<file path="src/sv/knmh_pkg.sv">
// ----------------------------------------------------------------------------
// knmh_pkg
// Shared types and constants for the bounded max-heap top-k block: request
// and response payloads, heap entry, sequencer states and operation codes.
// ----------------------------------------------------------------------------
package knmh_pkg;

   localparam int DIST_BITS      = 32;
   localparam int TAG_BITS       = 16;
   localparam int OP_BITS        = 2;
   localparam int K_BITS         = 5;
   localparam int COUNT_OUT_BITS = 5;

   localparam logic [K_BITS-1:0] K_RESET = 5'd16;

   localparam logic [OP_BITS-1:0] OP_OFFER   = 2'd0;
   localparam logic [OP_BITS-1:0] OP_READOUT = 2'd1;
   localparam logic [OP_BITS-1:0] OP_CLEAR   = 2'd2;

   localparam logic KIND_STATUS = 1'b0;
   localparam logic KIND_ENTRY  = 1'b1;

   typedef struct packed {
      logic [OP_BITS-1:0]   operation;
      logic [DIST_BITS-1:0] candidate_distance;
      logic [TAG_BITS-1:0]  candidate_tag;
   } req_type;

   typedef struct packed {
      logic                      result_kind;
      logic                      accepted;
      logic [DIST_BITS-1:0]      distance_out;
      logic [TAG_BITS-1:0]       tag_out;
      logic [COUNT_OUT_BITS-1:0] held_count;
      logic                      full_res;
      logic                      last;
   } rsp_type;

   typedef struct packed {
      logic [DIST_BITS-1:0] distance;
      logic [TAG_BITS-1:0]  tag;
   } entry_type;

   typedef struct packed {
      logic move;
      logic take_b;
   } sift_dec_type;

   typedef enum logic [2:0] {
      ST_IDLE,
      ST_UP_RD,
      ST_UP_CMP,
      ST_DN_RD,
      ST_DN_CMP,
      ST_RO_RD,
      ST_RO_EMIT,
      ST_DONE
   } state_type;

endpackage

</file>
<file path="src/sv/knmh_store.sv">
// ----------------------------------------------------------------------------
// knmh_store
// Heap entry memory: one write port, two registered read ports, plus a
// shadow copy of the root slot kept current on every write to slot zero.
// ----------------------------------------------------------------------------
module knmh_store #(
   parameter int CAPACITY = 16,
   parameter int AW       = 4
) (
   input  logic                clock,
   input  logic                wr_en,
   input  logic [AW-1:0]       wr_addr,
   input  knmh_pkg::entry_type wr_data,
   input  logic [AW-1:0]       rd_addr_a,
   input  logic [AW-1:0]       rd_addr_b,
   output knmh_pkg::entry_type rd_data_a,
   output knmh_pkg::entry_type rd_data_b,
   output knmh_pkg::entry_type root
);

   knmh_pkg::entry_type mem [CAPACITY];
   knmh_pkg::entry_type rd_a_ff;
   knmh_pkg::entry_type rd_b_ff;
   knmh_pkg::entry_type root_ff;

   always_ff @(posedge clock) begin
      if (wr_en) begin
         mem[wr_addr] <= wr_data;
      end
      rd_a_ff <= mem[rd_addr_a];
      rd_b_ff <= mem[rd_addr_b];
   end

   always_ff @(posedge clock) begin
      if (wr_en && (wr_addr == '0)) begin
         root_ff <= wr_data;
      end
   end

   assign rd_data_a = rd_a_ff;
   assign rd_data_b = rd_b_ff;
   assign root      = root_ff;

endmodule

</file>
<file path="src/sv/knmh_sift_cmp.sv">
// ----------------------------------------------------------------------------
// knmh_sift_cmp
// Shared distance compare unit for both sift directions. Upward: move when
// the held item beats its parent. Downward: pick the larger child that beats
// the held item, left child first, ties keep the earlier choice.
// ----------------------------------------------------------------------------
module knmh_sift_cmp (
   input  logic                           up_mode,
   input  logic [knmh_pkg::DIST_BITS-1:0] item_dist,
   input  logic [knmh_pkg::DIST_BITS-1:0] a_dist,
   input  logic [knmh_pkg::DIST_BITS-1:0] b_dist,
   input  logic                           b_valid,
   output knmh_pkg::sift_dec_type         dec
);

   logic                           a_gt_item;
   logic [knmh_pkg::DIST_BITS-1:0] best_dist;
   logic                           b_gt_best;

   always_comb begin
      a_gt_item = a_dist > item_dist;
      best_dist = a_gt_item ? a_dist : item_dist;
      b_gt_best = b_valid && (b_dist > best_dist);
      if (up_mode) begin
         dec.move   = item_dist > a_dist;
         dec.take_b = 1'b0;
      end else begin
         dec.move   = a_gt_item || b_gt_best;
         dec.take_b = b_gt_best;
      end
   end

endmodule

</file>
<file path="src/sv/k_nearest_max_heap.sv">
// ----------------------------------------------------------------------------
// k_nearest_max_heap
// Bounded max-heap keeping the k smallest offered distances with their tags.
// Offers append and sift up, or replace the root and sift down; readout
// streams held entries in slot order; clear empties the heap.
//
//   channel  ports                       handshake
//   request  start, busy, req_item       taken when start && !busy
//   result   rsp_strobe, rsp_item        one cycle per result, no stall
//   config   csr_write_en, csr_write_data  written when csr_write_en
//
// Offer: each heap level walked spends a read step (UP_RD or DN_RD) and a
//   compare-and-write step (UP_CMP or DN_CMP) on the shared compare unit,
//   then DONE emits the status. A rejected offer goes straight to DONE.
//   Readout reads and then emits each held entry in turn. Clear, unknown
//   codes and readout of an empty heap stay idle and emit no result. Reset
//   empties the heap and loads k_ff with 16; the memory needs no clearing
//   pass. Results cannot be stalled.
// ----------------------------------------------------------------------------
module k_nearest_max_heap #(
   parameter int CAPACITY = 16
) (
   input  logic                            clock,
   input  logic                            reset,
   input  logic                            start,
   output logic                            busy,
   input  knmh_pkg::req_type               req_item,
   output logic                            rsp_strobe,
   output knmh_pkg::rsp_type               rsp_item,
   input  logic                            csr_write_en,
   input  logic [knmh_pkg::K_BITS-1:0]     csr_write_data
);

   localparam int AW = $clog2(CAPACITY);
   localparam int CW = $clog2(CAPACITY + 1);
   localparam int LW = AW + 2;
   localparam int EW = (CW > knmh_pkg::K_BITS) ? CW : knmh_pkg::K_BITS;

   knmh_pkg::state_type     state_ff, state_in;
   logic [CW-1:0]           count_ff, count_in;
   logic [knmh_pkg::K_BITS-1:0] k_ff, k_in;
   knmh_pkg::entry_type     item_ff, item_in;
   logic [AW-1:0]           pos_ff, pos_in;
   logic [AW-1:0]           par_ff, par_in;
   logic [AW-1:0]           lc_ff, lc_in;
   logic [AW-1:0]           rc_ff, rc_in;
   logic                    rcv_ff, rcv_in;
   logic                    take_ff, take_in;
   knmh_pkg::rsp_type       rsp_ff, rsp_in;
   logic                    rsp_strobe_ff, rsp_strobe_in;

   logic [EW-1:0]           k_wide;
   logic [CW-1:0]           eff_k;
   logic                    full;
   logic                    accept;
   logic [LW-1:0]           lc_w;
   logic [LW-1:0]           rc_w;
   logic                    up_mode;

   logic                    wr_en;
   logic [AW-1:0]           wr_addr;
   knmh_pkg::entry_type     wr_data;
   logic [AW-1:0]           rd_addr_a;
   logic [AW-1:0]           rd_addr_b;
   knmh_pkg::entry_type     rd_data_a;
   knmh_pkg::entry_type     rd_data_b;
   knmh_pkg::entry_type     root;
   knmh_pkg::sift_dec_type  dec;

   knmh_store #(
      .CAPACITY (CAPACITY),
      .AW       (AW)
   ) u_store (
      .clock     (clock),
      .wr_en     (wr_en),
      .wr_addr   (wr_addr),
      .wr_data   (wr_data),
      .rd_addr_a (rd_addr_a),
      .rd_addr_b (rd_addr_b),
      .rd_data_a (rd_data_a),
      .rd_data_b (rd_data_b),
      .root      (root)
   );

   knmh_sift_cmp u_cmp (
      .up_mode   (up_mode),
      .item_dist (item_ff.distance),
      .a_dist    (rd_data_a.distance),
      .b_dist    (rd_data_b.distance),
      .b_valid   (rcv_ff),
      .dec       (dec)
   );

   always_comb begin
      k_wide = EW'(k_ff);
      if (k_wide == '0) begin
         eff_k = CW'(1);
      end else if (k_wide > EW'(CAPACITY)) begin
         eff_k = CW'(CAPACITY);
      end else begin
         eff_k = CW'(k_wide);
      end
   end

   assign full    = count_ff >= eff_k;
   assign busy    = state_ff != knmh_pkg::ST_IDLE;
   assign accept  = start && !busy;
   assign lc_w    = LW'({pos_ff, 1'b1});
   assign rc_w    = LW'({pos_ff, 1'b0}) + LW'(2);
   assign up_mode = state_ff == knmh_pkg::ST_UP_CMP;
   assign k_in    = csr_write_en ? csr_write_data : k_ff;

   always_ff @(posedge clock) begin
      if (reset) begin
         state_ff      <= knmh_pkg::ST_IDLE;
         count_ff      <= '0;
         k_ff          <= knmh_pkg::K_RESET;
         rsp_strobe_ff <= 1'b0;
      end else begin
         state_ff      <= state_in;
         count_ff      <= count_in;
         k_ff          <= k_in;
         rsp_strobe_ff <= rsp_strobe_in;
      end
   end

   always_ff @(posedge clock) begin
      item_ff <= item_in;
      pos_ff  <= pos_in;
      par_ff  <= par_in;
      lc_ff   <= lc_in;
      rc_ff   <= rc_in;
      rcv_ff  <= rcv_in;
      take_ff <= take_in;
      rsp_ff  <= rsp_in;
   end

   always_comb begin
      state_in      = state_ff;
      count_in      = count_ff;
      item_in       = item_ff;
      pos_in        = pos_ff;
      par_in        = par_ff;
      lc_in         = lc_ff;
      rc_in         = rc_ff;
      rcv_in        = rcv_ff;
      take_in       = take_ff;
      rsp_in        = rsp_ff;
      rsp_strobe_in = 1'b0;
      wr_en         = 1'b0;
      wr_addr       = pos_ff;
      wr_data       = item_ff;
      rd_addr_a     = pos_ff;
      rd_addr_b     = pos_ff;

      unique case (state_ff)
         knmh_pkg::ST_IDLE: begin
            if (accept) begin
               item_in.distance = req_item.candidate_distance;
               item_in.tag      = req_item.candidate_tag;
               pos_in           = '0;
               if (req_item.operation == knmh_pkg::OP_OFFER) begin
                  if (!full) begin
                     pos_in   = AW'(count_ff);
                     count_in = count_ff + CW'(1);
                     take_in  = 1'b1;
                     state_in = knmh_pkg::ST_UP_RD;
                  end else if ((count_ff != '0) &&
                               (req_item.candidate_distance < root.distance)) begin
                     take_in  = 1'b1;
                     state_in = knmh_pkg::ST_DN_RD;
                  end else begin
                     take_in  = 1'b0;
                     state_in = knmh_pkg::ST_DONE;
                  end
               end else if (req_item.operation == knmh_pkg::OP_READOUT) begin
                  if (count_ff != '0) begin
                     state_in = knmh_pkg::ST_RO_RD;
                  end
               end else if (req_item.operation == knmh_pkg::OP_CLEAR) begin
                  count_in = '0;
               end
            end
         end
         knmh_pkg::ST_UP_RD: begin
            if (pos_ff == '0) begin
               wr_en    = 1'b1;
               state_in = knmh_pkg::ST_DONE;
            end else begin
               par_in    = (pos_ff - AW'(1)) >> 1;
               rd_addr_a = (pos_ff - AW'(1)) >> 1;
               state_in  = knmh_pkg::ST_UP_CMP;
            end
         end
         knmh_pkg::ST_UP_CMP: begin
            wr_en = 1'b1;
            if (dec.move) begin
               wr_data  = rd_data_a;
               pos_in   = par_ff;
               state_in = knmh_pkg::ST_UP_RD;
            end else begin
               state_in = knmh_pkg::ST_DONE;
            end
         end
         knmh_pkg::ST_DN_RD: begin
            if (lc_w >= LW'(count_ff)) begin
               wr_en    = 1'b1;
               state_in = knmh_pkg::ST_DONE;
            end else begin
               rcv_in    = rc_w < LW'(count_ff);
               lc_in     = lc_w[AW-1:0];
               rc_in     = (rc_w < LW'(count_ff)) ? rc_w[AW-1:0] : lc_w[AW-1:0];
               rd_addr_a = lc_w[AW-1:0];
               rd_addr_b = (rc_w < LW'(count_ff)) ? rc_w[AW-1:0] : lc_w[AW-1:0];
               state_in  = knmh_pkg::ST_DN_CMP;
            end
         end
         knmh_pkg::ST_DN_CMP: begin
            wr_en = 1'b1;
            if (dec.move) begin
               wr_data  = dec.take_b ? rd_data_b : rd_data_a;
               pos_in   = dec.take_b ? rc_ff : lc_ff;
               state_in = knmh_pkg::ST_DN_RD;
            end else begin
               state_in = knmh_pkg::ST_DONE;
            end
         end
         knmh_pkg::ST_RO_RD: begin
            rd_addr_a = pos_ff;
            state_in  = knmh_pkg::ST_RO_EMIT;
         end
         knmh_pkg::ST_RO_EMIT: begin
            rsp_strobe_in       = 1'b1;
            rsp_in.result_kind  = knmh_pkg::KIND_ENTRY;
            rsp_in.accepted     = 1'b0;
            rsp_in.distance_out = rd_data_a.distance;
            rsp_in.tag_out      = rd_data_a.tag;
            rsp_in.held_count   = knmh_pkg::COUNT_OUT_BITS'(count_ff);
            rsp_in.full_res     = full;
            rsp_in.last         = (CW'(pos_ff) + CW'(1)) == count_ff;
            pos_in              = pos_ff + AW'(1);
            if ((CW'(pos_ff) + CW'(1)) == count_ff) begin
               state_in = knmh_pkg::ST_IDLE;
            end else begin
               state_in = knmh_pkg::ST_RO_RD;
            end
         end
         knmh_pkg::ST_DONE: begin
            rsp_strobe_in       = 1'b1;
            rsp_in.result_kind  = knmh_pkg::KIND_STATUS;
            rsp_in.accepted     = take_ff;
            rsp_in.distance_out = (count_ff != '0) ? root.distance : '0;
            rsp_in.tag_out      = (count_ff != '0) ? root.tag : '0;
            rsp_in.held_count   = knmh_pkg::COUNT_OUT_BITS'(count_ff);
            rsp_in.full_res     = full;
            rsp_in.last         = 1'b1;
            state_in            = knmh_pkg::ST_IDLE;
         end
         default: begin
            state_in = knmh_pkg::ST_IDLE;
         end
      endcase
   end

   assign rsp_strobe = rsp_strobe_ff;
   assign rsp_item   = rsp_ff;

`ifndef NO_ASSERTIONS
   a_done_emits_status: assert property (@(posedge clock) disable iff (reset)
      (state_ff == knmh_pkg::ST_DONE) |=>
         (rsp_strobe && (rsp_item.result_kind == knmh_pkg::KIND_STATUS) && rsp_item.last))
      else $error("offer completion did not emit a status result");

   a_append_grows: assert property (@(posedge clock) disable iff (reset)
      (accept && (req_item.operation == knmh_pkg::OP_OFFER) && !full) |=>
         (count_ff == $past(count_ff) + CW'(1)))
      else $error("append did not grow the held count");

   a_count_bound: assert property (@(posedge clock) disable iff (reset)
      (count_ff <= CW'(CAPACITY)))
      else $error("held count exceeds capacity");
`endif

endmodule
</file>
<file path="config.mk">
export PLATFORM = sky130hd
export DESIGN_NAME = k_nearest_max_heap
export DESIGN_NICKNAME = d
export VERILOG_FILES = /design/src/sv/knmh_pkg.sv /design/src/sv/knmh_store.sv /design/src/sv/knmh_sift_cmp.sv /design/src/sv/k_nearest_max_heap.sv
export SDC_FILE = /design/constraint.sdc
export NUM_CORES = 2
export LEC_CHECK = 0
export ABC_CLOCK_PERIOD_IN_PS = 6530
export BUFFER_PORTS_ARGS = -buffer_cell sky130_fd_sc_hd__buf_2
export CAP_MARGIN = 20
export CORE_UTILIZATION = 60
export CTS_CLUSTER_DIAMETER = 80
export DETAILED_ROUTE_END_ITERATION = 12
export PLACE_DENSITY = 0.78
export RECOVER_POWER = 100
export SYNTH_ARGS = -nofsm -noshare
export SYNTH_HDL_FRONTEND = slang
export SYNTH_SLANG_ARGS = --single-unit
</file>
<file path="constraint.sdc">
create_clock -name clock -period 6.53 [get_ports clock]
set_input_delay 1.959 -clock clock [delete_from_list [all_inputs] [get_ports clock]]
set_output_delay 1.959 -clock clock [all_outputs]
set_load 0.05 [all_outputs]
</file>
# Word level (Yosys, flattened, before mapping)
# Memory sizes are Yosys's and may differ from the RTL's. A register that Yosys moved wholly into a read port is not among the register bits.
# Index checks and enable logic that the tools add are counted.
# word_totals
input_bits	59
mem_bits_rw	768
romBits	0
register_bits	183
out_inout_bits	59
latch_bits	0
memories	1
# classes
muxes	47
n_eq_ne	17
n_lt_le_gt_ge	8
n_bitwise	2
multipliers	0
shift	0
div_mod_pow	0
n_reduce_logical	24
n_addsub	5
# memory_table
memory	words	word_bits	read_ports	rd_clocked_by_memory_dff	write_ports	line_no	text
u_store.mem	16	48	2	2	1	knmh_store.sv:21	knmh_pkg::entry_type mem [CAPACITY];
# op_table
op	n
$mux 48	3
$pmux 57 s2	1
$gt 32x32->1	3
$pmux 48 s2	1
$mux 32	2
$mux 4	11
$lt 32x32->1	1
$mux 3	10
$mux 5	6
$pmux 3 s8	1
$mux 16	1
$pmux 4 s4	1
$eq 3x3->1 const B	4
$ge 5x5->1	2
$ne 2x2->1 const B	5
$pmux 4 s2	1
$add 5x2->6 const B	1
$eq 3x2->1 const B	2
$lt 6x5->1	1
$mux 1	6
$ne 3x3->1 const B	2
$reduce_and 2->1	3
$reduce_and 3->1	2
$add 4x1->5 const B	1
other kinds (25)	32

# Longest topological paths before layout
# depth
word_depth	9
depth_mapped	22

# Hierarchy
# A second synthesis with hierarchy kept.
# hier_totals
cells_unflattened	2635
hier_area_um2	45597.5
# modules_own_cells
module	seq_area_each_um2	area_each_um2	cells_per_inst	instances
knmh_store	24984.0	36189.7	1693	1
k_nearest_max_heap	3913.8	7508.5	703	1
knmh_sift_cmp	0.0	1899.3	239	1

# Worst setup path after synthesis
# OpenSTA, ideal clock, no wires.
# synth_timing
kind	register -> register
startpoint	register pos_ff[0]
endpoint	memory u_store.mem[12][0] in the netlist's numbering (enable)
setup_time_ps	523
arrival_ps	5489
path_buffers	1
synth_period_minus_slack_ps	6012
setup_slack_ps	518
path_stages_with_launch	11
t_required_ps	6007
path_cell_list	edfxtp_1 -> clkbuf_1 -> inv_1 -> ha_1 -> nand2b_1 -> a21oi_2 -> or3_4 -> nand2_1 -> o21ai_0 -> a21oi_1 -> nor3b_1
# synth_between
elab_chain_cells	5
word_cells_on_any_way	7
classes_between	order compare (1); mux (5); reduce/logical (1)
# synth_lines
item	line_no	text
start, declared	k_nearest_max_heap.sv:43	logic [AW-1:0] pos_ff, pos_in;
start signal, assigned	k_nearest_max_heap.sv:129	pos_ff <= pos_in;
$ge 5x5->1 / $logic_not 4->1 (equally long branches)	k_nearest_max_heap.sv:206, k_nearest_max_heap.sv:186	
$mux 1 (on tied branches)	k_nearest_max_heap.sv:206, k_nearest_max_heap.sv:186	
$pmux 1 s3	k_nearest_max_heap.sv:156	unique case (state_ff)
$mux 1	knmh_store.sv:27	if (wr_en) begin
$mux 1 (implied by the code)	knmh_store.sv:28	mem[wr_addr] <= wr_data;
end, declared	knmh_store.sv:21	
# Several ways; a longest one is shown, not always the timed one.

==> run summary <==
worst hold path stage count -> 2
CTS Sinks -> 999
Die Ht -> 284 um
final wirelength -> 128000 um
Lkg Pwr -> 20.1 nW
number of global-route vias before repair -> 29200
distinct cell type count after synthesis -> 68
min-delay worst type -> reg2reg
TritonCTS clock tree -> built
Tmin final -> 6270 ps
clock tree buffer depth -> 3
post-synth top area share -> 0.558
Mapped Area -> 47900 um^2
outcome -> finished, violations left
RSZ-0062 raised after global routing -> no
GR Overflow Total -> 0
#FFs+latches synth -> 999
most area-consuming cells after synthesis -> edfxtp_1, mux2i_1, mux4_2
area delta synth->final -> 10.4%
Vias -> 29000
CP startpoint kind -> flip-flop
Fin Setup TNS -> 0 ps
post-route setup slack -> 264 ps
detailed placement HPWL -> 71100 um
first-pass GRT wire length -> 187000 um
synthesized net count -> 3129
H-tree depth -> 3
highest clock rate -> 160 MHz
sequential cell area fraction in the yosys report -> 0.604
Post-Syn Instances -> 2955
vias per std cell -> 6.88
Final Hold Viols -> 0
Ports -> 118
biggest area consumer among synthesized cells -> edfxtp_1
first-iteration detailed-routing DRC count -> 3386
Total Nets Final -> 3262
EDFF count, synth -> 889
final core occ -> 0.669
P per Cell Area -> 540 nW/um^2
Critical Path Fanout Max -> 35
R2R depth -> 19
wire per inst -> 30.4 um
failing checks -> capacitance limit, slew limit
CP Capture Type -> flip-flop
Root Driver -> clkbuf_16
slew at the pin with the worst max-slew slack -> 4660 ps
gr usage total -> 0.314
pre-CTS setup slack -> 602 ps
total die area -> 80900 um^2
CTS buffer count -> 99
Synth Warn # -> 0
Worst EP required -> 6890 ps
# Post-CTS Setup Buffers -> 0
synth cell count leaders -> edfxtp_1, mux2i_1, mux4_2
first-pass detailed-route iteration total -> 7
Max-Slew Margin vs Limit -> -2.10
final slew viol count -> 804
later-pin clock latency in the skew report -> 670 ps
final worst path period share -> 0.960
CP Class -> reg2reg
largest net degree at the start of global routing -> 121
CTS Hold Bufs -> 0
Max-Cap Viols -> 25
top-count cell post-synth -> edfxtp_1
DRC viols -> 0
Post-DRT Antenna Nets -> 0
worst vdd ir -> 0.512 mV
Setup Viol. Count Final -> 0
crit path DAT -> 6630 ps
ys flop type -> edfxtp_1
row count -> 103
share of cells above drive strength 1 -> 0.158
antenna cells -> 0
initial core utilization -> 0.606
initial antenna violation count -> 1
async set or reset register ratio after synthesis -> 0
CTS clk-pin slew, worst paths -> 60 ps
port buffer count -> 117
clock skew -> 36.9 ps
Resize count post-CTS -> 0
gpl congestion -> 0.904
Core Area -> 79000 um^2
R2R Setup Slk -> 260 ps
Die W -> 284 um
Mapped Avg Cell Area -> 16.2 um^2
==> cell families (layout without fill, tap and decap cells) <==
kind of cell	Yosys count	after routing	share of synthesized area
AO/OA/AOI/OAI	329	329	0.0512
flip-flops	999	999	0.604
XOR/XNOR	10	10	0.00183
buffers and inverters	268	486	0.0284
adder cells (fa/ha/maj)	115	115	0.0301
AND/OR/NAND/NOR	232	232	0.0235
multiplexers	1002	1002	0.261
==> cell usage in the layout, fill, tap and decap left out, drive strengths merged, types with 24 or more instances in the layout <==
master / count
a22oi: 125
a22o: 50
inv: 88
o21ai: 24
ha: 115
buf: 78
dfxtp: 110
mux4: 192
edfxtp: 889
nor2: 40
mux2i: 766
clkinv: 35
a21oi: 52
clkbuf: 267
nand2: 94
o2bb2ai: 26
mux2: 44
==> final timing paths <==
| path | to | from |
|---|---|---|
| worst min-delay path | k_ff[0]$_SDFFE_PP0P_ | k_ff[0]$_SDFFE_PP0P_ |
| worst max register to register | u_store.mem[8][35]$_DFFE_PP_ | item_ff[39]$_DFFE_PP_ |
| worst min register to register | k_ff[0]$_SDFFE_PP0P_ | k_ff[0]$_SDFFE_PP0P_ |
| worst max-delay path | u_store.mem[8][35]$_DFFE_PP_ | item_ff[39]$_DFFE_PP_ |
==> routing by layer <==
layer  share of wire  track usage
met5        0.000086            0
met4           0.037        0.119
met1            0.39        0.426
met2            0.49        0.518
met3           0.090       0.0451
==> layout make-up <==
class,instances,area (um^2)
inverter,87,328
multi-input combinational,1688,17700
sequential,999,28900
tap,1050,1310
clock buffer,132,2740
clock inverter,54,593
timing repair buffer,213,1290
fill,5309,26200
==> report_power, final <==
| part | switching [mW] | leakage (nW) | internal (mW) |
|---|---|---|---|
| registers | 0.615 | 8.96 | 8.87 |
| clock network | 2.46 | 1.64 | 3.40 |
| logic | 7.72 | 9.53 | 5.47 |
| total | 10.8 | 20.1 | 17.7 |
==> state kept, by name (all words and copies together) (netlist names) <==
signal             count
u_store.rd_data_b     48
pos_ff                 4
lc_ff                  3
u_store.mem          768
item_ff               48
u_store.rd_data_a     48
rsp_strobe             1
rsp_item              57
rc_ff                  4
par_ff                 3
take_ff                1
state_ff               3
count_ff               5
k_ff                   5
rcv_ff                 1
==> critical path, stage by stage, from the launching register on <==
cell and delay [ps]:
edfxtp_1 420, ha_1 360, a21oi_1 140, o21ai_0 130
a221oi_1 320, o211ai_1 270, a21oi_4 490, buf_4 310
mux2i_1 260, ha_1 280, nand4_1 190, nor2_1 60
a221o_1 330, a211oi_2 430, o22ai_1 320, or2_2 420
a22oi_2 200, buf_12 330, o2bb2ai_1 170, clkbuf_1 510
==> metrics by stage <==
step | power (mW) | hold WS (ps) | std cells | instance area (um^2)
after floorplan | 19.0 | 461 | 2955 | 47900
after global placement | 22.1 | 482 | 4036 | 49800
after detailed placement | 22.6 | 520 | 4036 | 49800
after CTS | 28.5 | 537 | 4222 | 53200
after global routing | 29.6 | 560 | 4223 | 52800
final | 28.5 | 544 | 4223 | 52800
Note: power is estimated with default switching activity, not from simulation.
